## src/gpe_pkg.sv

```systemverilog
// gpe_pkg: shared types, constants and the 2^-x table for the gaussian profile evaluator.
// No dependencies; imported by every module under src.
package gpe_pkg;

    localparam int DATA_W    = 32;
    localparam int WIDTH_W   = 31;
    localparam int NUM_W     = 64;
    localparam int DEN_W     = 63;
    localparam int EXP_FRAC  = 26;
    localparam int TAB_BITS  = 4;
    localparam int LERP_BITS = EXP_FRAC - TAB_BITS;
    localparam int INT_QBITS = 5;
    localparam int QUOT_BITS = INT_QBITS + EXP_FRAC;
    localparam int MANT_W    = 31;
    localparam int EXPO_W    = 6;

    localparam logic [30:0] LOG2E_Q30 = 31'd1549082005;

    typedef enum logic [1:0] {
        CFG_AMPLITUDE = 2'd0,
        CFG_CENTER    = 2'd1,
        CFG_WIDTH     = 2'd2
    } cfg_idx_t;

    typedef struct packed {
        logic signed [DATA_W-1:0] sample;
        logic                     last_in;
    } sample_t;

    typedef struct packed {
        logic signed [DATA_W-1:0] value;
        logic                     last_out;
    } result_t;

    typedef struct packed {
        logic valid;
        logic last;
        logic zero;
    } ctl_t;

    // 2^(-i/16) in Q30, i = 0..16
    function automatic logic [MANT_W-1:0] pow2_neg(input logic [TAB_BITS:0] idx);
        logic [MANT_W-1:0] v;
        unique case (idx)
            5'd0:    v = 31'd1073741824;
            5'd1:    v = 31'd1028218693;
            5'd2:    v = 31'd984625594;
            5'd3:    v = 31'd942880699;
            5'd4:    v = 31'd902905651;
            5'd5:    v = 31'd864625413;
            5'd6:    v = 31'd827968132;
            5'd7:    v = 31'd792865000;
            5'd8:    v = 31'd759250125;
            5'd9:    v = 31'd727060411;
            5'd10:   v = 31'd696235434;
            5'd11:   v = 31'd666717336;
            5'd12:   v = 31'd638450708;
            5'd13:   v = 31'd611382493;
            5'd14:   v = 31'd585461881;
            5'd15:   v = 31'd560640218;
            default: v = 31'd536870912;
        endcase
        return v;
    endfunction

endpackage

```

## src/gpe_scale.sv

```systemverilog
// gpe_scale: scales |i0| by the mantissa, shifts by the exponent with rounding, restores sign.
// Three register stages; depends on gpe_pkg.
module gpe_scale import gpe_pkg::*;
(
    input  logic               clk,
    input  logic               rst_n,
    input  logic               en,
    input  ctl_t               ctl_in,
    input  logic [MANT_W-1:0]  mant,
    input  logic [EXPO_W-1:0]  expo,
    input  logic [DATA_W-1:0]  amplitude,
    output logic               pipe_valid,
    output result_t            pipe_item
);

    localparam int PROD_W = DATA_W + MANT_W;
    localparam int SH_W   = EXPO_W + 1;

    logic [DATA_W-1:0]  mag_next;
    logic [DATA_W-1:0]  mag_reg;
    logic               neg_reg;
    logic [PROD_W-1:0]  prod_next;
    logic [PROD_W-1:0]  prod_reg;
    logic [EXPO_W-1:0]  n6_reg;
    ctl_t               ctl6_reg;
    logic [SH_W-1:0]    sh;
    logic [NUM_W-1:0]   rnd;
    logic [NUM_W-1:0]   rsum;
    logic [NUM_W-1:0]   rshift;
    ctl_t               ctl7_next;
    ctl_t               ctl7_reg;
    logic [DATA_W-1:0]  r_reg;
    logic [DATA_W-1:0]  val_next;
    logic               valid8_reg;
    result_t            item_reg;

    always_comb
    begin
        mag_next  = amplitude[DATA_W-1] ? (DATA_W'(0) - amplitude) : amplitude;
        prod_next = PROD_W'(mag_reg) * PROD_W'(mant);
        sh        = SH_W'(30) + {1'b0, n6_reg};
        rnd       = NUM_W'(1) << (sh - SH_W'(1));
        rsum      = {1'b0, prod_reg} + rnd;
        rshift    = rsum >> sh;
        ctl7_next = ctl6_reg;
        // shift beyond the product width rounds to zero
        ctl7_next.zero = ctl6_reg.zero | (sh > SH_W'(63));
        if (ctl7_reg.zero)
        begin
            val_next = '0;
        end
        else if (neg_reg)
        begin
            val_next = DATA_W'(0) - r_reg;
        end
        else
        begin
            val_next = r_reg;
        end
    end

    // the user must keep amplitude static while items are in flight; this block does not enforce it
    always_ff @(posedge clk)
    begin
        mag_reg <= mag_next;
        neg_reg <= amplitude[DATA_W-1];
    end

    always_ff @(posedge clk or negedge rst_n)
    begin
        if (!rst_n)
        begin
            ctl6_reg   <= '0;
            ctl7_reg   <= '0;
            valid8_reg <= 1'b0;
        end
        else if (en)
        begin
            ctl6_reg   <= ctl_in;
            ctl7_reg   <= ctl7_next;
            valid8_reg <= ctl7_reg.valid;
        end
    end

    always_ff @(posedge clk)
    begin
        if (en)
        begin
            prod_reg          <= prod_next;
            n6_reg            <= expo;
            r_reg             <= rshift[DATA_W-1:0];
            item_reg.value    <= val_next;
            item_reg.last_out <= ctl7_reg.last;
        end
    end

    assign pipe_valid = valid8_reg;
    assign pipe_item  = item_reg;

endmodule

```

## config.mk

```make
export PLATFORM = sky130hd
export DESIGN_NAME = gpe_scale
export DESIGN_NICKNAME = d
export VERILOG_FILES = /design/src/gpe_pkg.sv /design/src/gpe_scale.sv
export SDC_FILE = /design/constraint.sdc
export NUM_CORES = 2
export LEC_CHECK = 0
export BUFFER_PORTS_ARGS = -buffer_cell sky130_fd_sc_hd__clkbuf_2
export CELL_PAD_IN_SITES_DETAIL_PLACEMENT = 0
export CELL_PAD_IN_SITES_GLOBAL_PLACEMENT = 1
export CORE_MARGIN = 3
export CORE_UTILIZATION = 25
export CTS_BUF_LIST = sky130_fd_sc_hd__clkbuf_2 sky130_fd_sc_hd__clkbuf_4 sky130_fd_sc_hd__clkbuf_8
export DETAILED_ROUTE_END_ITERATION = 10
export PLACE_DENSITY_LB_ADDON = 0.1
export SLEW_MARGIN = 20
export SYNTH_ARGS = -nofsm -noshare
export SYNTH_HDL_FRONTEND = slang
export SYNTH_SLANG_ARGS = --single-unit
```

## constraint.sdc

```tcl
create_clock -name clk -period 8.7 [get_ports clk]
set_input_delay 1.74 -clock clk [delete_from_list [all_inputs] [get_ports clk]]
set_output_delay 1.74 -clock clk [all_outputs]
set_load 0.02 [all_outputs]
```

# == Yosys cells after proc, flatten, opt, wreduce, memory -nomap -nowiden ==
# Index checks and enable logic that the tools add are counted.
# classes
add_sub_neg,5
multipliers,1
order_cmp,1
shifts,2
n_mux,2
bitwise_logic,1
# ops
operator,n
63-bit by 64-bit adder with 64-bit output,1
"1-bit by 7-bit << shifter with 64-bit output, first input constant",1
64-bit by 7-bit right shift with 32-bit output,1
"1-bit by 32-bit subtractor with 32-bit output, first input constant",2
32-bit by 31-bit multiplier with 63-bit output,1
32-bit two-way mux,1
31-bit two-way mux,1
"5-bit by 6-bit adder with 7-bit output, first input constant",1
"7-bit by 6-bit > comparator with 1-bit output, second input constant",1
"7-bit by 1-bit subtractor with 7-bit output, second input constant",1
1-bit OR,1
# word_totals
regBits,174
elab_cells,27

# == Longest topological paths before layout ==
# logic_depth
ltp_word,5
depth_mapped,31

# == Least setup slack after synthesis ==
# No wires, ideal clock.
# synth_path
path_kind,input -> register
start,input port mant[4]
end,"register prod_reg[61], data pin"
setup_time_ns,0.195
t_arrival_ns,8.838
required_time_ns,8.505
setup_slack_ns,-0.333
path_stages,29
n_path_buf,1
cell_sequence,clkbuf_1 and2_1 fa_1 fa_1 fa_1 inv_1 fa_1 inv_1 fa_1 inv_1 fa_1 inv_1 fa_1 inv_1 fa_1 inv_1 ha_1 nand2_1 nor2_1 o21a_1 o21ai_0 o32ai_1 o211ai_1 a211oi_1 a21o_1 a311oi_1 o21ai_0 mux2_2 o311ai_0
# synth_via
elab_chain_len,1
# synth_rtl
element,line,source
"start, declared",gpe_scale.sv:9,"input logic [MANT_W-1:0] mant,"
32-bit by 31-bit multiplier with 63-bit output,gpe_scale.sv:40,prod_next = PROD_W'(mag_reg) * PROD_W'(mant);
via prod_next[61],gpe_scale.sv:22,logic [PROD_W-1:0] prod_next;
"end signal, assigned",gpe_scale.sv:89,prod_reg <= prod_next;
"end, declared",gpe_scale.sv:23,logic [PROD_W-1:0] prod_reg;
# The timed path passes the listed nets, and every way through them passes these cells.
# A chain may end at the register's enable or synchronous reset.

# == Final worst setup path ==
# Ends and elaborated chain as after synthesis.

==> results.json <==
{
  "use_met3_pct": 1.48,
  "crit_path_start_kind": "input port",
  "yosysTopAreaCell": "fa_1",
  "grt_use_met1_pct": 23.7,
  "via_per_inst": 4.50,
  "place_congestion": 0.810,
  "clk_pin_slew_ns": 0.12,
  "grt_first_pass_wirelength_um": 234000,
  "root_buffer": "clkbuf_8",
  "skew_ns": 0.0224,
  "final_util_pct": 29.1,
  "slew_headroom_pct": 35.5,
  "grt_pass1_vias": 37168,
  "cpMostUsedCell": "fa_1",
  "critPathCaptureType": "flop",
  "dr.pass1.iters": 5,
  "place_ws_ns": -0.962,
  "finalNetCount": 6397,
  "ys_seq_elements": 174,
  "yosysTopAreaCellShare_pct": 38.8,
  "wl_per_cell_um": 20.1,
  "fin_crit_sh_pct": 99.2,
  "finalWorstSetupSlack_ns": 0.0722,
  "grt_usage_pct": 16.6,
  "critPathMaxStageDelay_ns": 0.62,
  "syn_area_mm2": 0.0446,
  "setup_viol": 0,
  "vias": 33708,
  "dpl_cell_area_mm2": 0.0503,
  "fin_crit_ns": 8.63,
  "coreArea_mm2": 0.177,
  "ant_nets": 0,
  "grt_use_met2_pct": 28.0,
  "cts_tree": "done",
  "cts.htree.levels": 4,
  "num_rows": 154,
  "layout-drive-gt1-share_pct": 13.1,
  "hold_path.class": "flop to flop",
  "die_w_um": 429,
  "max_freq_mhz": 116,
  "yosys_most_used_dff": "edfxtp_1",
  "status": "completed",
  "fin_tns_setup_ns": 0,
  "design.die.area_mm2": 0.184,
  "antenna_found_initial": 6,
  "crit_required_ns": 9.15,
  "overflow": 0,
  "hold_violations": 0,
  "remaining_drc_errors": 0,
  "cts_hold_buf": 0,
  "arrival_ns": 9.08,
  "worst-slew-pin-transition_ns": 0.966,
  "portBuffers": 108,
  "cts_inserted_buffers": 17,
  "stdcell_area_mm2": 0.0514,
  "rsz0062_at_grt": "yes",
  "routed_wl_um": 150000,
  "largest_reg_flops": 63,
  "syn_to_final_growth_pct": 15.2,
  "die_h_um": 429,
  "syn_area_per_cell_um2": 9.10,
  "ys_async_sr_fraction_pct": 4.02,
  "maxCapViolCount": 0,
  "worstSkewPairLatency_ns": 0.61,
  "first_iter_violations": 1437,
  "grt.busiest_layer": "met2",
  "yosys_warnings": 0,
  "synth-edff-count": 134,
  "slowest_stage": "fa_1",
  "path_class": "input port to flop",
  "grt_max_degree": 85,
  "initial_utilization_pct": 25.2,
  "report.final.slew_viol_count": 0,
  "io_pins": 109,
  "dp_hpwl_um": 130000,
  "clk_path_buf_depth": 2,
  "cts_sinks": 174,
  "cp_max_fo": 11,
  "synth_area_leaders": "fa_1 (39%), ha_1 (9.1%), edfxtp_1 (9.0%)",
  "ys_seq_area_share_pct": 10.9,
  "postSynthCellCount": 4905,
  "yosysUniqueCellTypes": 99
}
synthesized netlist by cell type (all sizes together) (18+ instances only):
cell,n
ha,324
a21oi,159
fa,866
or3,21
inv,830
mux2i,23
nor4,20
nor2,203
nand2,636
nand2b,24
edfxtp,134
or2,18
and2,542
nand3,50
nor3,43
dfxtp,33
o21a,21
o31ai,27
xor2,62
clkbuf,247
o21ai,108
a21o,88
a211oi,23
nand4,36
xnor2,86
kinds of logic (layout without fill, tap and decap cells):
logic type	after synthesis	in the layout	synth area share [%]
multiplexers	51	51	1.58
AO/OA/AOI/OAI	597	597	9.03
flip-flops	174	174	10.9
other	1	10	0.00840
AND/OR/NAND/NOR	1649	1649	18.3
adder cells (fa/ha/maj)	1190	1190	47.9
buffers and inverters	1095	1330	9.28
XOR/XNOR	148	148	2.99
critical path: cells and delay by family:
kind | cells | cell delay [ns]
buf+inv | 7 | 0.79
compound gates | 7 | 1.47
mux | 1 | 0.34
simple gates | 3 | 0.37
fa+ha+maj | 9 | 4.38
final timing paths:
kind / from / to / slack [ns] / cells after the start
max: mant[4] / prod_reg[61]$_DFFE_PP_ / 0.07 / 27
max reg2reg: mag_reg[11]$_DFF_P_ / prod_reg[61]$_DFFE_PP_ / 0.51 / 27
min reg2reg: ctl7_reg[1]$_DFFE_PN0P_ / pipe_item[0]$_DFFE_PP_ / 0.46 / 0
min: ctl7_reg[1]$_DFFE_PN0P_ / pipe_item[0]$_DFFE_PP_ / 0.46 / 0
max in group asynchronous: rst_n / ctl7_reg[0]$_DFFE_PN0P_ / 7.58 / 1
min in group asynchronous: rst_n / ctl6_reg[1]$_DFFE_PN0P_ / 0.94 / 1
per-layer routing:
| layer | vias up | wire length (um) |
|---|---|---|
| met4 | 0 | 1170 |
| met5 | - | 0 |
| met2 | 375 | 72600 |
| li1 | 15848 | - |
| met1 | 17445 | 73400 |
| met3 | 40 | 3410 |
placed cells by master, fill, tap and decap left out, types with 23 or more instances in the layout:
cell type  instances
buf_4            301
nand2b_1          24
o21ai_0           89
mux2i_1           23
buf_12            40
inv_1            819
a21o_1            87
fa_1             837
fa_2              29
edfxtp_1         134
nor2_1           200
o31ai_1           26
dfxtp_1           33
and2_1           522
nand3_1           48
a21oi_1          151
xor2_1            61
xnor2_1           85
nor3_1            43
nand2_1          635
nand4_1           36
clkbuf_2          92
ha_1             314
cell type report:
class | count | area, um2
Antenna cell | 4 | 10.0
Clock buffer | 17 | 234
Clock inverter | 15 | 193
Fill cell | 19019 | 125000
Inverter | 831 | 3120
Multi-Input combinational cell | 3641 | 36100
Sequential cell | 174 | 4860
Tap cell | 2340 | 2930
Timing Repair Buffer | 467 | 3960
through the flow:
stage	hold WS, ns	cells
after floorplan	0.421	4910
after global placement	0.435	7443
after detailed placement	0.441	7443
after CTS	0.473	7475
after global routing	0.485	7486
final	0.463	7489
timing repair:
item | 4_1_cts | 5_1_grt
setup endpoints to repair | 4 | 12
resized for setup | 11 | 163
pin swaps | 14 | 104
setup buffers | 0 | 7
gates cloned | 0 | 6
Power is not shown: default switching activity piles up to over one toggle a cycle in this logic, so the estimate is an artifact.
