===== src/gpe_pkg.sv =====
// gpe_pkg: shared types, constants and the 2^-x table for the gaussian profile evaluator.
// No dependencies; imported by every module under src.
package gpe_pkg;

    localparam int DATA_W    = 32;
    localparam int WIDTH_W   = 31;
    localparam int NUM_W     = 64;
    localparam int DEN_W     = 63;
    localparam int EXP_FRAC  = 26;
    localparam int TAB_BITS  = 4;
    localparam int LERP_BITS = EXP_FRAC - TAB_BITS;
    localparam int INT_QBITS = 5;
    localparam int QUOT_BITS = INT_QBITS + EXP_FRAC;
    localparam int MANT_W    = 31;
    localparam int EXPO_W    = 6;

    localparam logic [30:0] LOG2E_Q30 = 31'd1549082005;

    typedef enum logic [1:0] {
        CFG_AMPLITUDE = 2'd0,
        CFG_CENTER    = 2'd1,
        CFG_WIDTH     = 2'd2
    } cfg_idx_t;

    typedef struct packed {
        logic signed [DATA_W-1:0] sample;
        logic                     last_in;
    } sample_t;

    typedef struct packed {
        logic signed [DATA_W-1:0] value;
        logic                     last_out;
    } result_t;

    typedef struct packed {
        logic valid;
        logic last;
        logic zero;
    } ctl_t;

    // 2^(-i/16) in Q30, i = 0..16
    function automatic logic [MANT_W-1:0] pow2_neg(input logic [TAB_BITS:0] idx);
        logic [MANT_W-1:0] v;
        unique case (idx)
            5'd0:    v = 31'd1073741824;
            5'd1:    v = 31'd1028218693;
            5'd2:    v = 31'd984625594;
            5'd3:    v = 31'd942880699;
            5'd4:    v = 31'd902905651;
            5'd5:    v = 31'd864625413;
            5'd6:    v = 31'd827968132;
            5'd7:    v = 31'd792865000;
            5'd8:    v = 31'd759250125;
            5'd9:    v = 31'd727060411;
            5'd10:   v = 31'd696235434;
            5'd11:   v = 31'd666717336;
            5'd12:   v = 31'd638450708;
            5'd13:   v = 31'd611382493;
            5'd14:   v = 31'd585461881;
            5'd15:   v = 31'd560640218;
            default: v = 31'd536870912;
        endcase
        return v;
    endfunction

endpackage


===== src/gpe_front.sv =====
// gpe_front: distance to center, squared distance and 2*sigma^2, far-exponent flag.
// Three register stages; depends on gpe_pkg.
module gpe_front import gpe_pkg::*;
(
    input  logic                clk,
    input  logic                rst_n,
    input  logic                en,
    input  logic                sample_valid,
    input  sample_t             sample_item,
    input  logic [DATA_W-1:0]   center,
    input  logic [WIDTH_W-1:0]  width,
    output ctl_t                ctl,
    output logic [NUM_W-1:0]    num,
    output logic [DEN_W-1:0]    den
);

    logic [DATA_W:0]     diff_next;
    logic [DATA_W:0]     abs_next;
    logic [DATA_W-1:0]   dist_next;
    logic [DATA_W-1:0]   dist_reg;
    ctl_t                ctl_a_next;
    ctl_t                ctl_a_reg;
    ctl_t                ctl_b_reg;
    ctl_t                ctl_c_next;
    ctl_t                ctl_c_reg;
    logic [WIDTH_W-1:0]  sigma;
    logic [2*WIDTH_W-1:0] sq_next;
    logic [NUM_W-1:0]    num_next;
    logic [NUM_W-1:0]    num_b_reg;
    logic [DEN_W-1:0]    den_b_reg;
    logic [NUM_W-1:0]    num_c_reg;
    logic [DEN_W-1:0]    den_c_reg;

    always_comb
    begin
        diff_next  = {sample_item.sample[DATA_W-1], sample_item.sample}
                   - {center[DATA_W-1], center};
        abs_next   = diff_next[DATA_W] ? ((DATA_W+1)'(0) - diff_next) : diff_next;
        dist_next  = abs_next[DATA_W-1:0];
        ctl_a_next = '{valid: sample_valid, last: sample_item.last_in, zero: 1'b0};
        // sigma of zero behaves as one LSB
        sigma      = (width == '0) ? WIDTH_W'(1) : width;
        sq_next    = (2*WIDTH_W)'(sigma) * (2*WIDTH_W)'(sigma);
        num_next   = NUM_W'(dist_reg) * NUM_W'(dist_reg);
        ctl_c_next = ctl_b_reg;
        // integer part of the exponent at least 32
        ctl_c_next.zero = {4'b0, num_b_reg} >= {den_b_reg, 5'b0};
    end

    always_ff @(posedge clk or negedge rst_n)
    begin
        if (!rst_n)
        begin
            ctl_a_reg <= '0;
            ctl_b_reg <= '0;
            ctl_c_reg <= '0;
        end
        else if (en)
        begin
            ctl_a_reg <= ctl_a_next;
            ctl_b_reg <= ctl_a_reg;
            ctl_c_reg <= ctl_c_next;
        end
    end

    always_ff @(posedge clk)
    begin
        if (en)
        begin
            dist_reg  <= dist_next;
            num_b_reg <= num_next;
            den_b_reg <= {sq_next, 1'b0};
            num_c_reg <= num_b_reg;
            den_c_reg <= den_b_reg;
        end
    end

    assign ctl = ctl_c_reg;
    assign num = num_c_reg;
    assign den = den_c_reg;

endmodule


===== config.mk =====
export PLATFORM = sky130hd
export DESIGN_NAME = gpe_front
export DESIGN_NICKNAME = d
export VERILOG_FILES = /design/src/gpe_pkg.sv /design/src/gpe_front.sv
export SDC_FILE = /design/constraint.sdc
export NUM_CORES = 2
export LEC_CHECK = 0
export BUFFER_PORTS_ARGS = -buffer_cell sky130_fd_sc_hd__buf_4
export CORE_MARGIN = 2
export CORE_UTILIZATION = 37
export CTS_BUF_LIST = sky130_fd_sc_hd__clkbuf_16
export DETAILED_ROUTE_END_ITERATION = 10
export SETUP_SLACK_MARGIN = 0.05
export SYNTH_ARGS = -nofsm -noshare
export SYNTH_HDL_FRONTEND = slang
export SYNTH_SLANG_ARGS = --single-unit

===== constraint.sdc =====
create_clock -name clk -period 11.5 [get_ports clk]
set_clock_uncertainty 0.05 [all_clocks]
set_input_delay 1.15 -clock clk [delete_from_list [all_inputs] [get_ports clk]]
set_output_delay 1.15 -clock clk [all_outputs]
set_load 0.005 [all_outputs]

* Word level (Yosys, flattened, before mapping) *
Index checks and enable logic that the tools add are counted.

operators by class
  $add $sub $neg = 2
  $mul = 2
  $lt $le $gt $ge = 1
  muxes and demuxes = 2
  reductions and logical operators = 1

operator list
  kind                                                                 number
  64-bit by 68-bit greater-or-equal comparator with 1-bit output       1
  32-bit by 32-bit multiplier with 64-bit output                       1
  31-bit by 31-bit multiplier with 62-bit output                       1
  32-bit by 32-bit subtractor with 33-bit output                       1
  32-bit 2-to-1 mux                                                    1
  1-bit by 32-bit subtractor with 32-bit output, first input constant  1
  31-bit zero test                                                     1
  31-bit 2-to-1 mux                                                    1

word-level totals
  flip-flop bits (word level) = 291
  input port bits = 100
  logic and storage cells = 20

* Depth between registers and ports, before layout *
  word-level depth = 3
  depth in mapped cells = 33
  mapped depth without buffers = 30

* Worst setup path before layout *
Ideal clock, no wire load.

  path type = input to register
  from = input width[18]
  to = register den_b_reg[61] (data pin)
  setup time = 0.264 ns
  arrival = 8.555 ns
  setup slack = 2.631 ns
  stages = 29
  buffers on the path = 4
  cell sequence = clkbuf_1 clkbuf_1 clkbuf_1 nand2_1 fa_1 inv_1 fa_1 inv_1 fa_1 fa_1 inv_1 fa_1 fa_1 fa_1 inv_1 fa_1 inv_1 ha_1 clkbuf_1 a21oi_1 o21ai_0 a221oi_1 o21ai_0 a221oi_1 o21ai_1 a31o_2 a221o_1 a221oi_1 xnor2_1

between the ends
  longest elaborated chain between the ends = 3

RTL lines
  element                                           RTL line         text
  start: declaration                                gpe_front.sv:11  input logic [WIDTH_W-1:0] width,
  31-bit zero test                                  gpe_front.sv:42  sigma = (width == '0) ? WIDTH_W'(1) : width;
  31-bit 2-to-1 mux *                               gpe_front.sv:42
  31-bit by 31-bit multiplier with 62-bit output *  gpe_front.sv:43  sq_next = (2*WIDTH_W)'(sigma) * (2*WIDTH_W)'(sigma);
  net sq_next[60]                                   gpe_front.sv:27  logic [2*WIDTH_W-1:0] sq_next;
  end signal: assignment                            gpe_front.sv:72  den_b_reg <= {sq_next, 1'b0};
  end: declaration                                  gpe_front.sv:30  logic [DEN_W-1:0] den_b_reg;

Mark *: on every way through the listed nets, which the timed path passes. The rest lies on a longest branch.
A chain may end at the register's enable or synchronous reset.

* Worst setup path after layout *
  from = register dist_reg[5]
  to = register num_b_reg[62] (data pin)

between the ends
  longest elaborated chain between the ends = 1

RTL lines
  element                                         RTL line         text
  start: declaration                              gpe_front.sv:20  logic [DATA_W-1:0] dist_reg;
  start signal: assignment                        gpe_front.sv:70  dist_reg <= dist_next;
  32-bit by 32-bit multiplier with 64-bit output  gpe_front.sv:44  num_next = NUM_W'(dist_reg) * NUM_W'(dist_reg);
  net num_next[62]                                gpe_front.sv:28  logic [NUM_W-1:0] num_next;
  end signal: assignment                          gpe_front.sv:71  num_b_reg <= num_next;
  end: declaration                                gpe_front.sv:29  logic [NUM_W-1:0] num_b_reg;

The timed path passes the listed nets, and every way through them passes these cells.

==> results_dict.tcl <==
set metrics [dict create \
    die_w_um 435 \
    syn_inst 6945 \
    rsz0062_at_grt "no" \
    cp-end-kind "flop" \
    synth-edff-count 280 \
    ys_seq_elements 287 \
    antenna_found_initial 1 \
    synth.distinct_cells 89 \
    synth_warnings 0 \
    port_buffers 226 \
    finalCriticalPeriod_ns 10.25 \
    period_share_pct 89.1 \
    critPathMaxFanout 16 \
    cp.required_ns 11.78 \
    setup_viol 0 \
    tns_ns 0 \
    most-common-layout-cells "1987 x inv_1, 1557 x fa_1, 617 x ha_1" \
    synthArstFlopShare_pct 2.44 \
    clock_latency_ns 0.63 \
    clock_sinks 287 \
    drive_gt1_share_pct 5.39 \
    insertedDiodeCount 0 \
    syn_area_um2 68900 \
    synth_area_per_cell_um2 9.91 \
    post_dp_cell_area_um2 73000 \
    cts_resized 0 \
    arrival_ns 10.53 \
    holdBufCountCts 0 \
    reg2reg_depth 27 \
    routed_wl_mm 188 \
    status "finished, final reports clean" \
    drt_iter0_markers 2724 \
    worst_slack_ns 1.25 \
    cap_violations 0 \
    path_class "reg -> reg" \
    timing.rr.end "num_b_reg[62]" \
    cts_tree "yes" \
    fill_cells 18230 \
    final-max-slew-violation-count 0 \
    dp_hpwl_mm 153 \
    ys.flop_type "edfxtp_1" \
    place.gp.congestion 0.950 \
    coreArea_um2 185000 \
    layout.nets 9275 \
    hp-class "in -> async" \
    grt_pass1_vias 52236 \
    worstMarginPinSlew_ns 1.23 \
    path_clk_slew_ns 0.06 \
    cts-root-buf "clkbuf_16" \
    startpoint_type "flop" \
    final_common_cell "inv_1" \
    postRouteAntennaNets 0 \
    start_util_pct 37.2 \
    crit-reg2reg-launch "dist_reg[5]" \
    numCtsBuffers 39 \
    grt_max_degree 111 \
    r2r_slack_ns 1.25 \
    die-area_um2 190000 \
    cpMostUsedCell "fa_1" \
    h-tree-depth 2 \
    cts_max_path_buffers 3 \
    slowest_delay_ns 1.04 \
    num_vias 46579 \
    final_cell_area_um2 74300 \
    multi_input_area_um2 51800 \
    relSlewSlack_pct 17.9 \
    globalRouteOverflowTotal 0 \
    cp_slowest_cell "edfxtp_1" \
    fmax_ghz 0.0976 \
    grt_usage_pct 20.5 \
    hold_viol_final 0 \
    path_buf_inv 6 \
    chipHeight_um 435 \
    grt_first_pass_wirelength_mm 298 \
    wire_per_inst_um 19.8 \
    place_ws_ns 1.57 \
    drc 0 \
    post_cts_buffers 0 \
    yosysSeqAreaShare_pct 12.5 \
    row_count 158 \
    ios 230 \
    viasPerCell 4.90 \
    ff_latch_area_um2 8580 \
    areaGrowthSynthToFinish_pct 7.92 \
    crit_family "adder cells" \
    firstDrtPassIters 5 \
]
[cell families (layout without fill, tap and decap cells)]
| kind of cell | count (synthesis) | after routing | synth area share [%] |
|---|---|---|---|
| buffers and inverters | 2250 | 2334 | 12.3 |
| adders and majority gates | 2174 | 2174 | 56.5 |
| and+or+nand+nor | 1411 | 1411 | 10.1 |
| AOI/OAI and AO/OA | 606 | 606 | 5.79 |
| DFF | 287 | 287 | 12.5 |
| xor gates and xnor gates | 201 | 201 | 2.56 |
| muxes | 15 | 15 | 0.236 |
| other | 1 | 3 | 0.00545 |
[cells in the mapped netlist, types with 31 or more instances]
library cell | count | area (um2)
inv_1 | 1982 | 7440
fa_1 | 1557 | 31200
ha_1 | 617 | 7720
nand2_1 | 578 | 2170
and2_1 | 398 | 2490
edfxtp_1 | 280 | 8410
clkbuf_1 | 246 | 923
a21oi_1 | 188 | 941
nor2_1 | 170 | 638
a21o_1 | 139 | 1040
xnor2_1 | 118 | 1030
o21ai_0 | 87 | 435
xor2_1 | 83 | 727
nand4_1 | 48 | 300
nor2b_1 | 35 | 219
nor3_1 | 31 | 155
[per-stage QoR]
stage | hold slack (ns) | cells | utilization (%)
after floorplan | 0.367 | 6947 | -
after global placement | 0.388 | 9440 | 39.4
after detailed placement | 0.385 | 9440 | 39.4
after CTS | 0.283 | 9511 | 40.1
after global routing | 0.288 | 9511 | 40.1
final | 0.312 | 9511 | 40.1
[final cells by class]
cell class	count	share of cell area (%)
clock buffers	39	1.31
clock inverters	32	0.450
inverters	1992	10.1
multi-input cells	4410	69.7
flip-flops and latches	287	11.6
well taps	2480	4.18
repair buffers	271	2.75
[per-layer routing]
layer,GRT usage (%),vias to the layer above,part of all wire [%]
met4,10.2,0,6.1
met1,25.4,24083,39
met3,2.82,315,5.4
met2,34.9,1293,49
met5,0,-,0
li1,-,20888,-
[worst reg2reg max path, cell delays in order (launching register included)]
cell and delay, ns:
edfxtp_1 1.04, buf_4 0.43, inv_1 0.16, nor2_1 0.15, fa_1 0.47, fa_1 0.45, fa_1 0.56, fa_1 0.45
fa_1 0.52, inv_1 0.06, fa_1 0.55, inv_1 0.05, fa_1 0.48, inv_1 0.07, fa_1 0.56, inv_1 0.06
ha_1 0.45, nand4_1 0.19, nor3_1 0.33, a41oi_1 0.18, o221ai_1 0.23, a41oi_1 0.17, o311ai_0 0.93, a21oi_1 0.34
a31oi_1 0.50, a31oi_1 0.20, o21ai_0 0.22, xor2_1 0.10
[worst max-delay path by stage]
stage,startpoint,to,slack [ns],depth (start not counted)
floorplan,width[18],den_b_reg[61],2.63,29
global placement,width[4],den_b_reg[61],1.65,27
detailed placement,width[8],den_b_reg[61],1.57,27
CTS,dist_reg[5],num_b_reg[62],1.59,27
global route,dist_reg[5],num_b_reg[62],0.93,27
finish,dist_reg[5],num_b_reg[62],1.25,27
Power is not shown: default switching activity piles up to over one toggle a cycle in this logic, so the estimate is an artifact.
