<file path="config.mk">
export PLATFORM = sky130hd
export DESIGN_NAME = gpe_outbuf
export DESIGN_NICKNAME = d
export VERILOG_FILES = /design/src/gpe_pkg.sv /design/src/gpe_outbuf.sv
export SDC_FILE = /design/constraint.sdc
export NUM_CORES = 1
export LEC_CHECK = 0
export BUFFER_PORTS_ARGS = -buffer_cell sky130_fd_sc_hd__buf_2
export CAP_MARGIN = 40
export CELL_PAD_IN_SITES_DETAIL_PLACEMENT = 1
export CELL_PAD_IN_SITES_GLOBAL_PLACEMENT = 2
export CORE_UTILIZATION = 41
export CTS_CLUSTER_DIAMETER = 40
export DETAILED_ROUTE_END_ITERATION = 8
export PLACE_DENSITY_LB_ADDON = 0.1
export SLEW_MARGIN = 20
export SYNTH_ARGS = -nofsm -noshare
export SYNTH_HDL_FRONTEND = slang
export SYNTH_SLANG_ARGS = --single-unit
</file>
<file path="constraint.sdc">
create_clock -name clk -period 4.4 [get_ports clk]
set_input_delay 0.44 -clock clk [delete_from_list [all_inputs] [get_ports clk]]
set_output_delay 0.44 -clock clk [all_outputs]
set_load 0.005 [all_outputs]
</file>
<file path="src/gpe_pkg.sv">
// gpe_pkg: shared types, constants and the 2^-x table for the gaussian profile evaluator.
// No dependencies; imported by every module under src.
package gpe_pkg;

    localparam int DATA_W    = 32;
    localparam int WIDTH_W   = 31;
    localparam int NUM_W     = 64;
    localparam int DEN_W     = 63;
    localparam int EXP_FRAC  = 26;
    localparam int TAB_BITS  = 4;
    localparam int LERP_BITS = EXP_FRAC - TAB_BITS;
    localparam int INT_QBITS = 5;
    localparam int QUOT_BITS = INT_QBITS + EXP_FRAC;
    localparam int MANT_W    = 31;
    localparam int EXPO_W    = 6;

    localparam logic [30:0] LOG2E_Q30 = 31'd1549082005;

    typedef enum logic [1:0] {
        CFG_AMPLITUDE = 2'd0,
        CFG_CENTER    = 2'd1,
        CFG_WIDTH     = 2'd2
    } cfg_idx_t;

    typedef struct packed {
        logic signed [DATA_W-1:0] sample;
        logic                     last_in;
    } sample_t;

    typedef struct packed {
        logic signed [DATA_W-1:0] value;
        logic                     last_out;
    } result_t;

    typedef struct packed {
        logic valid;
        logic last;
        logic zero;
    } ctl_t;

    // 2^(-i/16) in Q30, i = 0..16
    function automatic logic [MANT_W-1:0] pow2_neg(input logic [TAB_BITS:0] idx);
        logic [MANT_W-1:0] v;
        unique case (idx)
            5'd0:    v = 31'd1073741824;
            5'd1:    v = 31'd1028218693;
            5'd2:    v = 31'd984625594;
            5'd3:    v = 31'd942880699;
            5'd4:    v = 31'd902905651;
            5'd5:    v = 31'd864625413;
            5'd6:    v = 31'd827968132;
            5'd7:    v = 31'd792865000;
            5'd8:    v = 31'd759250125;
            5'd9:    v = 31'd727060411;
            5'd10:   v = 31'd696235434;
            5'd11:   v = 31'd666717336;
            5'd12:   v = 31'd638450708;
            5'd13:   v = 31'd611382493;
            5'd14:   v = 31'd585461881;
            5'd15:   v = 31'd560640218;
            default: v = 31'd536870912;
        endcase
        return v;
    endfunction

endpackage

</file>
<file path="src/gpe_outbuf.sv">
// gpe_outbuf: output register plus one skid entry; the pipeline enable comes from skid occupancy.
// Depends on gpe_pkg.
module gpe_outbuf import gpe_pkg::*;
(
    input  logic     clk,
    input  logic     rst_n,
    input  logic     pipe_valid,
    input  result_t  pipe_item,
    output logic     en,
    output logic     result_valid,
    input  logic     result_stall,
    output result_t  result_item
);

    logic     out_valid_reg;
    logic     out_valid_next;
    result_t  out_item_reg;
    logic     skid_valid_reg;
    logic     skid_valid_next;
    result_t  skid_item_reg;
    logic     take;
    logic     pipe_xfer;

    assign en        = !skid_valid_reg;
    assign take      = !out_valid_reg || !result_stall;
    assign pipe_xfer = pipe_valid && en;

    always_comb
    begin
        out_valid_next  = out_valid_reg;
        skid_valid_next = skid_valid_reg;
        if (take)
        begin
            if (skid_valid_reg)
            begin
                out_valid_next  = 1'b1;
                skid_valid_next = 1'b0;
            end
            else
            begin
                out_valid_next = pipe_xfer;
            end
        end
        else if (pipe_xfer)
        begin
            skid_valid_next = 1'b1;
        end
    end

    always_ff @(posedge clk or negedge rst_n)
    begin
        if (!rst_n)
        begin
            out_valid_reg  <= 1'b0;
            skid_valid_reg <= 1'b0;
        end
        else
        begin
            out_valid_reg  <= out_valid_next;
            skid_valid_reg <= skid_valid_next;
        end
    end

    always_ff @(posedge clk)
    begin
        if (take)
        begin
            out_item_reg <= skid_valid_reg ? skid_item_reg : pipe_item;
        end
        else if (pipe_xfer)
        begin
            skid_item_reg <= pipe_item;
        end
    end

    assign result_valid = out_valid_reg;
    assign result_item  = out_item_reg;

endmodule

</file>
# == After elaboration in Yosys (flattened, before gate mapping) ==
# Index checks and enable logic that the tools add are counted.
# word_totals
register_bits,68
wordCells,18
output_inout_bits,35
in_bits,37
# classes
mux,4
n_reduce_logical,7
n_bitwise,1
# ops
operator,count
two-way mux 33 bit,1
zero test 1 bit,3
two-way mux 1 bit,3
AND reduction 2 bit,1
nonzero test 2 bit,1
logical AND 1 bit,1
logical OR 1 bit,1
NOT 1 bit,1

# == Logic depth before layout (Yosys ltp) ==
# logic_depth
ltp_word,4
mapped_depth,3
depth_no_buf,1

# == Least setup slack after synthesis ==
# OpenSTA, ideal clock, no wires.
# synth_timing
path_type,register to register
from,register skid_valid_reg
to,register skid_item_reg[0] (netlist name) (enable)
setup_ns,0.394
t_arrival_ns,1.610
n_path_buf,2
stages_incl_launch_ff,4
synth_period_minus_slack_ns,2.004
t_required_ns,4.006
setup_slack_ns,2.396
path_cell_list,dfrtp_1 buf_6 buf_6 and4b_1
# synth_via
elab_chain_len,3
# synth_rtl
element,line,source
start: declaration,gpe_outbuf.sv:18,logic skid_valid_reg;
start signal: assignment,gpe_outbuf.sv:60,skid_valid_reg <= skid_valid_next;
zero test 1 bit,gpe_outbuf.sv:24,assign en = !skid_valid_reg;
logical AND 1 bit,gpe_outbuf.sv:26,assign pipe_xfer = pipe_valid && en;
AND reduction 2 bit (no source line),-,
end signal: assignment,gpe_outbuf.sv:72,skid_item_reg <= pipe_item;
end: declaration,gpe_outbuf.sv:20,result_t skid_item_reg;
# No other way between the ends.
# A chain may end at the register's enable or synchronous reset.

# == Worst setup path in the final report ==
# layout_timing
from,register skid_valid_reg
to,output port en
# layout_via
elab_chain_len,1
# layout_rtl
element,line,source
zero test 1 bit,gpe_outbuf.sv:24,
end: declaration,gpe_outbuf.sv:9,"output logic en,"
# No other way between the ends.

==> metrics.log <==
[metrics] # setup viols final: 0
[metrics] required time worst endpoint: 3.96 ns
[metrics] Setup crit end kind: primary output
[metrics] f_max: 584 MHz
[metrics] average size of a mapped cell: 23.6 um^2
[metrics] clock edge transition at the registers on the reported setup and hold paths: 0.07 ns
[metrics] synthesized instance count: 110
[metrics] compound-cell area share of the yosys netlist: 0.00722
[metrics] ys async rst share: 0.0294
[metrics] sinks on the clock net: 68
[metrics] pin count of the biggest net entering global routing: 34
[metrics] effective utilization at floorplan: 0.431
[metrics] dominant combinational cell family by area after synthesis: multiplexers
[metrics] die height: between 80 and 90 um
[metrics] category of the most critical setup path: flop to primary output
[metrics] data arrival at the endpoint of the critical path: around 1.3 ns
[metrics] share of final-layout standard cells stronger than drive strength 1: 0.612
[metrics] DRT Wirelength: 4.56 mm
[metrics] via count of the first global-routing pass: 1424
[metrics] Placeable Area: 0.00603 mm^2
[metrics] Reg-to-Reg Start: result_valid
[metrics] DR top layer: met4
[metrics] Total GRT Usage: 0.150
[metrics] chain of cells forming the critical path: inv_1 > buf_2
[metrics] cell with the most instances after synthesis: sky130_fd_sc_hd__edfxtp_1
[metrics] unrepaired setup endpoints after global routing: false
[metrics] global placer's final weighted congestion: 0.651
[metrics] total number of vias: approximately 1300
[metrics] number of iterations in the first detailed-routing pass: 2
[metrics] biggest cell delay along the critical path: 0.73 ns
[metrics] clock buffer depth: 2
[metrics] post-cts gate resize count: 0
[metrics] Tightest Pin Transition: roughly 0.76 ns
[metrics] detailed-route vias per instance: 4.76
[metrics] post-detail-place hpwl: 3.11 mm
[metrics] # Max-Cap Violations: 0
[metrics] final period demand of the worst path: roughly 1.7 ns
[metrics] latest clock arrival within the worst-skew pair: 0.32 ns
[metrics] end of the worst register-to-register path: result_item[7]
[metrics] number of buffers inserted during clock tree synthesis: 9
[metrics] cell chosen for the clock root: sky130_fd_sc_hd__clkbuf_8
[metrics] number of placement rows: 28
[metrics] cell types occupying the most area after synthesis: sky130_fd_sc_hd__edfxtp_1, sky130_fd_sc_hd__mux2_4, sky130_fd_sc_hd__mux2_2
[metrics] Setup Fix Bufs, Post-CTS: 0
[metrics] mapped cell area: 0.00260 mm^2
[metrics] maximum fanout count along the critical path: 20
[metrics] Sum Neg Setup Slack: 0 ns
[metrics] final hold slack: 0.304 ns
[metrics] met2 routed WL: 2.42 mm
[metrics] r2r worst-path depth: 2
[metrics] r2r setup slk: 2.70 ns
[metrics] # H-tree levels: 3
[metrics] status: finished, final reports clean
[metrics] multiplexer share of the synthesized area: 0.180
[metrics] Seq/Total Area, Yosys: 0.782
[metrics] number of nets with antenna violations after routing: 0
[metrics] nets@finish: 229
[metrics] cell type with the highest aggregate area in the netlist: sky130_fd_sc_hd__edfxtp_1
[metrics] first-pass GRT wire length: 6.99 mm
[metrics] diode insertion count for antenna repair: 0
[metrics] leakage dissipation: 1.28 nW
[metrics] startpoint type of the worst setup path: flop
[metrics] total I/O pin count: between 70 and 80
[metrics] clock tree from TritonCTS: built
[metrics] maximum resistive drop on vdd: 0.197 mV
[metrics] Min-Delay Path Class: input port to flop
[metrics] post-detailed-route wirelength per cell: ~17 um
[metrics] commonest cells in the synthesized netlist: sky130_fd_sc_hd__edfxtp_1, sky130_fd_sc_hd__mux2_4, sky130_fd_sc_hd__mux2_2
[metrics] sum of met3 wire segment lengths after detailed routing: 245 um
[metrics] DRC violation count after routing: 0
[metrics] total congestion overflow: 0
[metrics] post-synthesis share of cell area spent on full adders, half adders and majority gates: 0
[metrics] Mapped Nets: between 100 and 150
[metrics] Die Wd: a little over 80 um
[metrics] post-synthesis register bit count: slightly below 70
[metrics] critical path capture point: en
[metrics] synthesis-to-layout area growth: 23.2%
[metrics] Pwr Density: 412 mW/mm^2
[metrics] Post-synth top flop: sky130_fd_sc_hd__edfxtp_1
[metrics] EDFF count, synth: between 60 and 70
[metrics] total count of hold-check failures in the final report: 0
[metrics] number of antenna violations at the first check in global routing: 0
[metrics] number of slew-limit violations in the final report: 0
[metrics] fraction of post-synthesis cell area in the top cell type by area: 0.762
[metrics] 1st-iter DRT viols: 55
[metrics] post-synthesis xor/xnor area fraction: 0
[metrics] Post-Route M1 WL: about 1.8 mm
[metrics] number of I/O port buffers: 71
[metrics] number of warnings issued by yosys: 0
[metrics] clock skew: 0.00682 ns
[metrics] Distinct cells, synth: 11
[metrics] first element of the critical path: skid_valid_reg
[metrics] post-synthesis share of cell area spent on and, or, nand and nor gates: 0.00529
[metrics] Critical Path Slowest Stage Cell: sky130_fd_sc_hd__dfrtp_2
[metrics] total die area: 0.00666 mm^2
[metrics] worst max-slew margin expressed relative to the limit: 0.490
[metrics] crit share post-route: 0.389
## area by class of cell
| class | instances | area (um^2) |
|---|---|---|
| fill | 588 | 2820 |
| sequential | 68 | 2030 |
| multi-input combinational | 37 | 503 |
| timing repair buffer | 75 | 420 |
| clock buffer | 11 | 131 |
| tap | 75 | 93.8 |
| clock inverter | 4 | 17.5 |
| inverter | 1 | 3.75 |
## report_power, final
part / leakage, nW / switching [mW] / internal, mW
sequential: 0.655 / 0.0188 / 0.766
clock: 0.0780 / 0.208 / 0.196
combinational: 0.551 / 0.0545 / 0.0772
total: 1.28 / 0.282 / 1.04
## stage by stage
stage | setup slack, ns | std cells | util | total power, mW | area, um^2
floorplan | 2.40 | 110 | - | 0.869 | 2600
global placement | 2.27 | 253 | 0.497 | 0.920 | 3000
detailed placement | 2.41 | 254 | 0.502 | 0.932 | 3020
CTS | 2.41 | 270 | 0.528 | 1.34 | 3180
global route | 2.56 | 271 | 0.532 | 1.38 | 3200
finish | 2.69 | 271 | 0.532 | 1.32 | 3200
## cell families (layout without fill, tap and decap cells)
logic type / Yosys count / count (layout)
DFF: 68 / 68
muxes: 33 / 33
buffers and inverters: 5 / 91
AOI/OAI and AO/OA: 2 / 2
and+or+nand+nor: 2 / 2
## placed cells by master, fill, tap and decap left out
cell                            instances
sky130_fd_sc_hd__buf_2                 71
sky130_fd_sc_hd__edfxtp_1              66
sky130_fd_sc_hd__mux2_4                26
sky130_fd_sc_hd__clkbuf_8               9
sky130_fd_sc_hd__mux2_2                 7
sky130_fd_sc_hd__clkinv_1               2
sky130_fd_sc_hd__clkbuf_1               2
sky130_fd_sc_hd__clkinv_2               2
sky130_fd_sc_hd__nand2_1                1
sky130_fd_sc_hd__inv_1                  1
sky130_fd_sc_hd__and4b_2                1
sky130_fd_sc_hd__a211o_1                1
sky130_fd_sc_hd__o211a_1                1
sky130_fd_sc_hd__dlygate4sd3_1          1
sky130_fd_sc_hd__buf_12                 1
sky130_fd_sc_hd__buf_16                 1
sky130_fd_sc_hd__buf_4                  1
sky130_fd_sc_hd__dfrtp_1                1
sky130_fd_sc_hd__dfrtp_2                1
## timing repair
item,CTS,global route
endpoints found under the setup margin,0,0
hold buffers,1,0
hold endpoints to repair,2,0
## critical path, delay by kind of cell (launching register included)
kind	cells	cell delay, ns
buf+inv	2	0.22
flops	1	0.73
## routing by layer
metal | vias to the layer above | track usage
met1 | 641 | 0.165
met5 | - | 0
li1 | 599 | -
met4 | 0 | 0.0789
met3 | 8 | 0.0456
met2 | 43 | 0.262
## worst min path at each step
stage / from / endpoint / slack, ns / depth (start not counted)
3_3_place_gp: rst_n / result_valid / 0.22 / 1
4_1_cts: pipe_item[0] / skid_item_reg[0] / 0.29 / 1
2_1_floorplan: rst_n / result_valid / 0.14 / 0
5_1_grt: pipe_item[32] / skid_item_reg[32] / 0.28 / 1
3_5_place_dp: rst_n / result_valid / 0.23 / 1
6_report: pipe_item[0] / skid_item_reg[0] / 0.30 / 1
(Power assumes the default switching activity.)
