$ cat src/gpe_pkg.sv
// gpe_pkg: shared types, constants and the 2^-x table for the gaussian profile evaluator.
// No dependencies; imported by every module under src.
package gpe_pkg;

    localparam int DATA_W    = 32;
    localparam int WIDTH_W   = 31;
    localparam int NUM_W     = 64;
    localparam int DEN_W     = 63;
    localparam int EXP_FRAC  = 26;
    localparam int TAB_BITS  = 4;
    localparam int LERP_BITS = EXP_FRAC - TAB_BITS;
    localparam int INT_QBITS = 5;
    localparam int QUOT_BITS = INT_QBITS + EXP_FRAC;
    localparam int MANT_W    = 31;
    localparam int EXPO_W    = 6;

    localparam logic [30:0] LOG2E_Q30 = 31'd1549082005;

    typedef enum logic [1:0] {
        CFG_AMPLITUDE = 2'd0,
        CFG_CENTER    = 2'd1,
        CFG_WIDTH     = 2'd2
    } cfg_idx_t;

    typedef struct packed {
        logic signed [DATA_W-1:0] sample;
        logic                     last_in;
    } sample_t;

    typedef struct packed {
        logic signed [DATA_W-1:0] value;
        logic                     last_out;
    } result_t;

    typedef struct packed {
        logic valid;
        logic last;
        logic zero;
    } ctl_t;

    // 2^(-i/16) in Q30, i = 0..16
    function automatic logic [MANT_W-1:0] pow2_neg(input logic [TAB_BITS:0] idx);
        logic [MANT_W-1:0] v;
        unique case (idx)
            5'd0:    v = 31'd1073741824;
            5'd1:    v = 31'd1028218693;
            5'd2:    v = 31'd984625594;
            5'd3:    v = 31'd942880699;
            5'd4:    v = 31'd902905651;
            5'd5:    v = 31'd864625413;
            5'd6:    v = 31'd827968132;
            5'd7:    v = 31'd792865000;
            5'd8:    v = 31'd759250125;
            5'd9:    v = 31'd727060411;
            5'd10:   v = 31'd696235434;
            5'd11:   v = 31'd666717336;
            5'd12:   v = 31'd638450708;
            5'd13:   v = 31'd611382493;
            5'd14:   v = 31'd585461881;
            5'd15:   v = 31'd560640218;
            default: v = 31'd536870912;
        endcase
        return v;
    endfunction

endpackage

$ cat src/gpe_exp2.sv
// gpe_exp2: converts the exponent to base 2 and evaluates 2^-f by table and interpolation.
// Five register stages; depends on gpe_pkg.
module gpe_exp2 import gpe_pkg::*;
(
    input  logic                  clk,
    input  logic                  rst_n,
    input  logic                  en,
    input  ctl_t                  ctl_in,
    input  logic [QUOT_BITS-1:0]  quot,
    output ctl_t                  ctl,
    output logic [MANT_W-1:0]     mant,
    output logic [EXPO_W-1:0]     expo
);

    localparam int PY_W    = 2 * QUOT_BITS;
    localparam int Y_W     = EXPO_W + EXP_FRAC;
    localparam int DELTA_W = LERP_BITS + TAB_BITS;
    localparam int IP_W    = DELTA_W + LERP_BITS;

    ctl_t                 ctl1_reg;
    ctl_t                 ctl2_reg;
    ctl_t                 ctl3_reg;
    ctl_t                 ctl4_reg;
    ctl_t                 ctl5_reg;
    logic [PY_W-1:0]      py_next;
    logic [PY_W-1:0]      py_reg;
    logic [PY_W-1:0]      ysum;
    logic [Y_W-1:0]       y_reg;
    logic [TAB_BITS:0]    idx;
    logic [MANT_W-1:0]    a_next;
    logic [MANT_W-1:0]    b_next;
    logic [MANT_W-1:0]    delta_full;
    logic [MANT_W-1:0]    a3_reg;
    logic [DELTA_W-1:0]   delta_reg;
    logic [LERP_BITS-1:0] lo_reg;
    logic [EXPO_W-1:0]    n3_reg;
    logic [IP_W-1:0]      ip_next;
    logic [IP_W-1:0]      ip_reg;
    logic [MANT_W-1:0]    a4_reg;
    logic [EXPO_W-1:0]    n4_reg;
    logic [MANT_W-1:0]    m_next;
    logic [MANT_W-1:0]    m_reg;
    logic [EXPO_W-1:0]    n5_reg;

    always_comb
    begin
        py_next    = PY_W'(quot) * PY_W'(LOG2E_Q30);
        ysum       = py_reg + (PY_W'(1) << 29);
        idx        = {1'b0, y_reg[EXP_FRAC-1:LERP_BITS]};
        a_next     = pow2_neg(idx);
        b_next     = pow2_neg(idx + (TAB_BITS+1)'(1));
        delta_full = a_next - b_next;
        ip_next    = IP_W'(delta_reg) * IP_W'(lo_reg);
        m_next     = a4_reg - MANT_W'(ip_reg[IP_W-1:LERP_BITS]);
    end

    always_ff @(posedge clk or negedge rst_n)
    begin
        if (!rst_n)
        begin
            ctl1_reg <= '0;
            ctl2_reg <= '0;
            ctl3_reg <= '0;
            ctl4_reg <= '0;
            ctl5_reg <= '0;
        end
        else if (en)
        begin
            ctl1_reg <= ctl_in;
            ctl2_reg <= ctl1_reg;
            ctl3_reg <= ctl2_reg;
            ctl4_reg <= ctl3_reg;
            ctl5_reg <= ctl4_reg;
        end
    end

    always_ff @(posedge clk)
    begin
        if (en)
        begin
            py_reg    <= py_next;
            y_reg     <= ysum[PY_W-1:30];
            a3_reg    <= a_next;
            delta_reg <= delta_full[DELTA_W-1:0];
            lo_reg    <= y_reg[LERP_BITS-1:0];
            n3_reg    <= y_reg[Y_W-1:EXP_FRAC];
            ip_reg    <= ip_next;
            a4_reg    <= a3_reg;
            n4_reg    <= n3_reg;
            m_reg     <= m_next;
            n5_reg    <= n4_reg;
        end
    end

    assign ctl  = ctl5_reg;
    assign mant = m_reg;
    assign expo = n5_reg;

endmodule

$ cat config.mk
export PLATFORM = sky130hd
export DESIGN_NAME = gpe_exp2
export DESIGN_NICKNAME = d
export VERILOG_FILES = /design/src/gpe_pkg.sv /design/src/gpe_exp2.sv
export SDC_FILE = /design/constraint.sdc
export NUM_CORES = 2
export LEC_CHECK = 0
export ABC_AREA = 1
export BUFFER_PORTS_ARGS = -buffer_cell sky130_fd_sc_hd__buf_4
export CORE_MARGIN = 1.5
export CORE_UTILIZATION = 45
export DETAILED_ROUTE_END_ITERATION = 8
export GPL_ROUTABILITY_DRIVEN = 0
export GPL_TIMING_DRIVEN = 0
export SLEW_MARGIN = 5
export SYNTH_ARGS = -nofsm -noshare
export SYNTH_HDL_FRONTEND = slang
export SYNTH_SLANG_ARGS = --single-unit
$ cat constraint.sdc
create_clock -name clk -period 9.3 [get_ports clk]
set_clock_uncertainty 0.15 [all_clocks]
set_input_delay 0.465 -clock clk [delete_from_list [all_inputs] [get_ports clk]]
set_output_delay 0.465 -clock clk [all_outputs]
set_load 0.03 [all_outputs]
### Yosys cells after proc, flatten, opt, wreduce, memory -nomap -nowiden

Memories as Yosys holds them, arrays and structs flattened. A register that Yosys moved wholly into a read port is not among the register bits.
Cells that the tools add are included.

| operators by class | value |
|---|---|
| add/sub/neg operators | 4 |
| multiply operators | 2 |
| multiplexer cells | 2 |

Operators by type and width:

| operator | number |
|---|---|
| $add A62 B30 Y62 const B | 1 |
| $mul A31 B31 Y62 const B | 1 |
| $mul A26 B22 Y48 | 1 |
| $sub A31 B26 Y31 | 1 |
| $mux W26 | 1 |
| $sub A26 B26 Y26 | 1 |
| $add A4 B1 Y5 const B | 1 |
| $mux W4 | 1 |

| word-level totals | value |
|---|---|
| flip-flop bits (word level) | 316 |
| bits in read-only memories | 992 |
| output and inout bits | 40 |
| memories | 2 |

Memories:

| memory | words | bits a word | rd ports | clocked after memory_dff | wr ports | line | source |
|---|---|---|---|---|---|---|---|
| (no name shown) | 16 | 31 | 1 | 1 | 0 | gpe_pkg.sv:44 | `unique case (idx)` |
| (no name shown) | 16 | 31 | 1 | 0 | 0 | gpe_pkg.sv:44 |  |

### Logic depth before layout (Yosys ltp)

An unclocked memory read counts as a cell.

| logic depth | value |
|---|---|
| depth in word-level cells | 4 |
| gate-level depth with buffers | 30 |
| mapped depth without buffers | 28 |

### Worst setup path before layout

Ideal clock, no wire load.

| timing path | value |
|---|---|
| kind | input port to flip-flop |
| start | input quot[17] |
| end | register py_reg[36], data pin |
| data arrival time | 5823 ps |
| path slack | 3070 ps |
| stages | 25 |
| path buffers | 0 |
| cells stage by stage | inv_1 fa_1 fa_1 inv_1 fa_1 fa_1 fa_1 inv_1 fa_1 inv_1 fa_1 inv_1 fa_1 inv_1 ha_1 nand2_1 nor2_1 inv_1 nor2_1 inv_1 nor2_1 a21boi_0 nor2_1 nand2_1 nand2_1 |

| on the way | value |
|---|---|
| longest elaborated chain between the ends | 1 |

RTL lines:

| element | line | source |
|---|---|---|
| start, declared | gpe_exp2.sv:9 | `input logic [QUOT_BITS-1:0] quot,` |
| $mul A31 B31 Y62 | gpe_exp2.sv:47 | `py_next = PY_W'(quot) * PY_W'(LOG2E_Q30);` |
| net py_next[36] | gpe_exp2.sv:25 | `logic [PY_W-1:0] py_next;` |
| end signal, assigned | gpe_exp2.sv:81 | `py_reg <= py_next;` |
| end, declared | gpe_exp2.sv:26 | `logic [PY_W-1:0] py_reg;` |

The timed path passes the listed nets, and every way through them passes these cells.
A chain may end at the register's enable or synchronous reset.

### Worst setup path in the final report

| timing path | value |
|---|---|
| start | register lo_reg[13] |
| end | register ip_reg[42], data pin |

| on the way | value |
|---|---|
| longest elaborated chain between the ends | 1 |

RTL lines:

| element | line | source |
|---|---|---|
| start, declared | gpe_exp2.sv:35 | `logic [LERP_BITS-1:0] lo_reg;` |
| start signal, assigned | gpe_exp2.sv:85 | `lo_reg <= y_reg[LERP_BITS-1:0];` |
| $mul A26 B22 Y48 | gpe_exp2.sv:53 | `ip_next = IP_W'(delta_reg) * IP_W'(lo_reg);` |
| net ip_next[42] | gpe_exp2.sv:37 | `logic [IP_W-1:0] ip_next;` |
| end signal, assigned | gpe_exp2.sv:87 | `ip_reg <= ip_next;` |
| end, declared | gpe_exp2.sv:38 | `logic [IP_W-1:0] ip_reg;` |

The timed path passes the listed nets, and every way through them passes these cells.

==> summary.md <==
| Metric | Value |
|---|---|
| Total wire length after detailed routing | `148000 um` |
| Standard-cell rows | `123` |
| Hold-critical path depth | `1` |
| Number of buffers added by the clock tree synthesis step | `26` |
| Initial standard-cell utilization of the core | `45.3%` |
| I/O pin cnt | `77` |
| Largest net degree at the start of global routing | `117` |
| Overall Global Routing Usage | `26.1%` |
| Post-Synthesis Cells | `5981` |
| Via count of the first global-routing pass | `40300` |
| Category of the worst setup path launch point | `flip-flop` |
| Fraction of final layout cells sized beyond drive strength 1 | `2.80%` |
| EDFF count, synth | `250` |
| Synth area leaders | `sky130_fd_sc_hd__fa_1 (33%), sky130_fd_sc_hd__ha_1 (15%), sky130_fd_sc_hd__edfxtp_1 (15%)` |
| Post-CTS Setup Inserts | `0` |
| Number of cells on the worst reg-to-reg path | `24` |
| Final hold violations | `0` |
| Placeable core region | `112000 um^2` |
| Mean Syn Cell Area | `8.51 um^2` |
| Post-detail-place hpwl | `129000 um` |
| Setup slack of the most critical reg-to-reg path | `1390 ps` |
| Area of the die | `115000 um^2` |
| Height of the die | `339 um` |
| Number of remaining DRC errors | `0` |
| Number of flip-flops and latches in the synthesized netlist | `296` |
| Resized Gates After CTS | `0` |
| Largest buffer count on any clock path | `3` |
| Flip-flop cell with the highest count after synthesis | `sky130_fd_sc_hd__edfxtp_1` |
| Post-route antenna net violation count | `0` |
| Main combinational cell family by area after synthesis | `adder cells` |
| Final global-route overflow total | `0` |
| Reg clk slew, reported paths | `70 ps` |
| Critical hold path startpoint | `en` |
| Clock root buffer | `sky130_fd_sc_hd__clkbuf_16` |
| Compound-cell area share of the yosys netlist | `5.04%` |
| Source of the worst register-to-register timing path | `lo_reg[13]$_DFFE_PP_` |
| Vias after detailed routing | `39000` |
| Area grow syn2layout | `6.76%` |
| Final nets | `7586` |
| Share of synthesized flip-flops with an asynchronous set or reset | `5.07%` |
| Per-cell routed wire length | `19.4 um` |
| Path class of the lowest-slack min-delay path | `in2reg` |
| Critical path required time | `9420 ps` |
| Area of the mapped netlist | `50900 um^2` |
| Number of library cell types mapped by synthesis | `49` |
| Achievable frequency | `126 MHz` |
| Synth warn | `0` |
| Global-route wire length before repair | `231000 um` |
| TritonCTS clock tree | `yes` |
| Xor/xnor share of the synthesized area | `1.75%` |
| Cts-stage hold buffer count | `4` |
| TritonCTS Sinks | `296` |
| TNS Setup | `0 ps` |
| DP Cell Count | `7559` |
| Setup crit end kind | `flip-flop` |
| Critical R2R Capture | `ip_reg[42]$_DFFE_PP_` |
| Minimum period implied by the final worst setup slack | `7910 ps` |
| Worst slew slack as a fraction of its limit | `24.1%` |
| Part of the cycle the worst path needs | `85.1%` |
| Crit-path max FO | `10` |
| Insertion delay to the later sink of the worst-skew pair | `550 ps` |
| Run status | `completed` |
| Pin slew with the least headroom to its limit | `1140 ps` |
| Core occupancy in the finished layout | `48.4%` |
| Hold endpoint | `mant[27]$_DFFE_PP_` |
| Count of max-cap constraint violations | `0` |
| Post-Synth Adder-Cell Area | `48.4%` |
| Nets in the synthesized netlist | `7476` |
| Hold slack final | `125 ps` |
| Largest register FFs | `33` |
| Number of standard cells in the layout, taps in and fillers out | `7612` |
| Synthesized-area fraction occupied by and/or/nand/nor cells | `15.4%` |
| Sequential-to-total area share from yosys stat | `16.7%` |
| Fraction of post-synthesis cell area in the top cell type by area | `33.5%` |
| Number of antenna violations at the first check in global routing | `2` |
| Detailed-route vias per instance | `5.12` |
| Largest area contributor in the netlist | `sky130_fd_sc_hd__fa_1` |
| Arrival @ worst endpoint | `8030 ps` |
| Final setup violation count | `0` |
| Number of port buffers | `76` |
| Total number of H-tree levels | `1` |
| Max-slew violation total from the final report | `0` |
| Category of the critical setup timing path | `reg2reg` |
| RSZ-0062 raised after global routing | `false` |
| Width of the chip | `339 um` |
| Iteration-0 DRC count of the detailed router | `3088` |
| Multiplexer share of the synthesized area | `0%` |
| Drt first pass iters | `6` |
-- stage by stage --
step | area, um^2 | worst slack (ps)
6_report | 54400 | 1390
5_1_grt | 54400 | 1180
4_1_cts | 54400 | 1570
3_5_place_dp | 53400 | 1620
3_3_place_gp | 53400 | 1670
2_1_floorplan | 50900 | 3070
-- layout make-up --
cell class / instances / area (um^2)
Timing Repair Buffer: 82 / 673
Sequential cell: 296 / 8500
Fill cell: 11000 / 58000
Buffer: 135 / 552
Clock inverter: 12 / 91.3
Multi-Input combinational cell: 3968 / 35900
Tap cell: 1500 / 1880
Antenna cell: 1 / 2.50
Inverter: 1582 / 5940
Clock buffer: 36 / 801
-- layout by cell type, fill, tap and decap left out, types with 5 or more instances in the layout --
| cell | Yosys | layout |
|---|---|---|
| sky130_fd_sc_hd__a21boi_0 | 11 | 11 |
| sky130_fd_sc_hd__a21o_1 | 18 | 18 |
| sky130_fd_sc_hd__a21oi_1 | 218 | 218 |
| sky130_fd_sc_hd__a31oi_1 | 9 | 9 |
| sky130_fd_sc_hd__buf_1 | 15 | 15 |
| sky130_fd_sc_hd__buf_2 | 6 | 6 |
| sky130_fd_sc_hd__buf_4 | 1 | 76 |
| sky130_fd_sc_hd__clkbuf_1 | 109 | 111 |
| sky130_fd_sc_hd__clkbuf_16 | 0 | 30 |
| sky130_fd_sc_hd__clkinv_2 | 0 | 5 |
| sky130_fd_sc_hd__dfrtp_1 | 15 | 15 |
| sky130_fd_sc_hd__dfxtp_1 | 31 | 31 |
| sky130_fd_sc_hd__edfxtp_1 | 250 | 250 |
| sky130_fd_sc_hd__fa_1 | 852 | 852 |
| sky130_fd_sc_hd__ha_1 | 606 | 606 |
| sky130_fd_sc_hd__inv_1 | 1579 | 1579 |
| sky130_fd_sc_hd__nand2_1 | 1330 | 1330 |
| sky130_fd_sc_hd__nand2_2 | 9 | 9 |
| sky130_fd_sc_hd__nand3_1 | 148 | 148 |
| sky130_fd_sc_hd__nand4_1 | 49 | 49 |
| sky130_fd_sc_hd__nor2_1 | 339 | 339 |
| sky130_fd_sc_hd__nor3_1 | 34 | 34 |
| sky130_fd_sc_hd__nor3_2 | 6 | 6 |
| sky130_fd_sc_hd__nor4_1 | 9 | 9 |
| sky130_fd_sc_hd__o211ai_1 | 10 | 10 |
| sky130_fd_sc_hd__o21a_1 | 15 | 15 |
| sky130_fd_sc_hd__o21ai_0 | 142 | 142 |
| sky130_fd_sc_hd__o21ai_1 | 6 | 6 |
| sky130_fd_sc_hd__o21bai_1 | 25 | 25 |
| sky130_fd_sc_hd__xnor2_1 | 34 | 34 |
| sky130_fd_sc_hd__xor2_1 | 68 | 68 |
-- logic make-up after synthesis --
kind of cell / Yosys count
AND/OR/NAND/NOR: 1944
buffers and inverters: 1717
adder cells (fa/ha/maj): 1458
AO/OA/AOI/OAI: 464
flip-flops: 296
XOR/XNOR: 102
-- routing by layer --
metal	vias up	wire (um)	GRT usage, %
met3	315	9220	2.87
met5	-	20	0
met2	1352	69000	43.7
met4	4	7380	10.6
met1	19100	62400	34.7
li1	18200	-	-
-- cell usage after synthesis (34+ instances only) --
master and instances:
sky130_fd_sc_hd__nand3_1 148, sky130_fd_sc_hd__ha_1 606, sky130_fd_sc_hd__nor3_1 34, sky130_fd_sc_hd__fa_1 852
sky130_fd_sc_hd__xor2_1 68, sky130_fd_sc_hd__nor2_1 339, sky130_fd_sc_hd__nand2_1 1330, sky130_fd_sc_hd__edfxtp_1 250
sky130_fd_sc_hd__inv_1 1579, sky130_fd_sc_hd__clkbuf_1 109, sky130_fd_sc_hd__o21ai_0 142, sky130_fd_sc_hd__a21oi_1 218
sky130_fd_sc_hd__xnor2_1 34, sky130_fd_sc_hd__nand4_1 49
-- worst max-delay path by stage --
stage / cells after the start / to / slack [ps] / start
floorplan: 25 / py_reg[36]$_DFFE_PP_ / 3070 / quot[17]
global placement: 24 / ip_reg[42]$_DFFE_PP_ / 1670 / lo_reg[13]$_DFFE_PP_
detailed placement: 24 / ip_reg[42]$_DFFE_PP_ / 1620 / lo_reg[13]$_DFFE_PP_
CTS: 24 / ip_reg[42]$_DFFE_PP_ / 1570 / lo_reg[13]$_DFFE_PP_
global route: 24 / ip_reg[42]$_DFFE_PP_ / 1180 / lo_reg[13]$_DFFE_PP_
finish: 24 / ip_reg[42]$_DFFE_PP_ / 1390 / lo_reg[13]$_DFFE_PP_
-- critical path, stage by stage (launching register included) --
cell and delay (ps):
sky130_fd_sc_hd__edfxtp_1 330, sky130_fd_sc_hd__clkbuf_1 830, sky130_fd_sc_hd__clkbuf_1 870, sky130_fd_sc_hd__nand2_1 190
sky130_fd_sc_hd__fa_1 510, sky130_fd_sc_hd__fa_1 550, sky130_fd_sc_hd__inv_1 60, sky130_fd_sc_hd__fa_1 550
sky130_fd_sc_hd__inv_1 50, sky130_fd_sc_hd__fa_1 450, sky130_fd_sc_hd__fa_1 490, sky130_fd_sc_hd__inv_1 50
sky130_fd_sc_hd__fa_1 590, sky130_fd_sc_hd__ha_1 290, sky130_fd_sc_hd__ha_1 410, sky130_fd_sc_hd__a21oi_1 260
sky130_fd_sc_hd__inv_1 60, sky130_fd_sc_hd__nor2_1 160, sky130_fd_sc_hd__o21ai_0 190, sky130_fd_sc_hd__nand3_1 110
sky130_fd_sc_hd__nand2_1 50, sky130_fd_sc_hd__nor2_1 150, sky130_fd_sc_hd__nand3_1 100, sky130_fd_sc_hd__nand2_1 60
sky130_fd_sc_hd__nand2_1 90
Power is left out: the tool's default activity adds up to more than one toggle a clock period on the data nets, which glitch-free logic cannot reach.
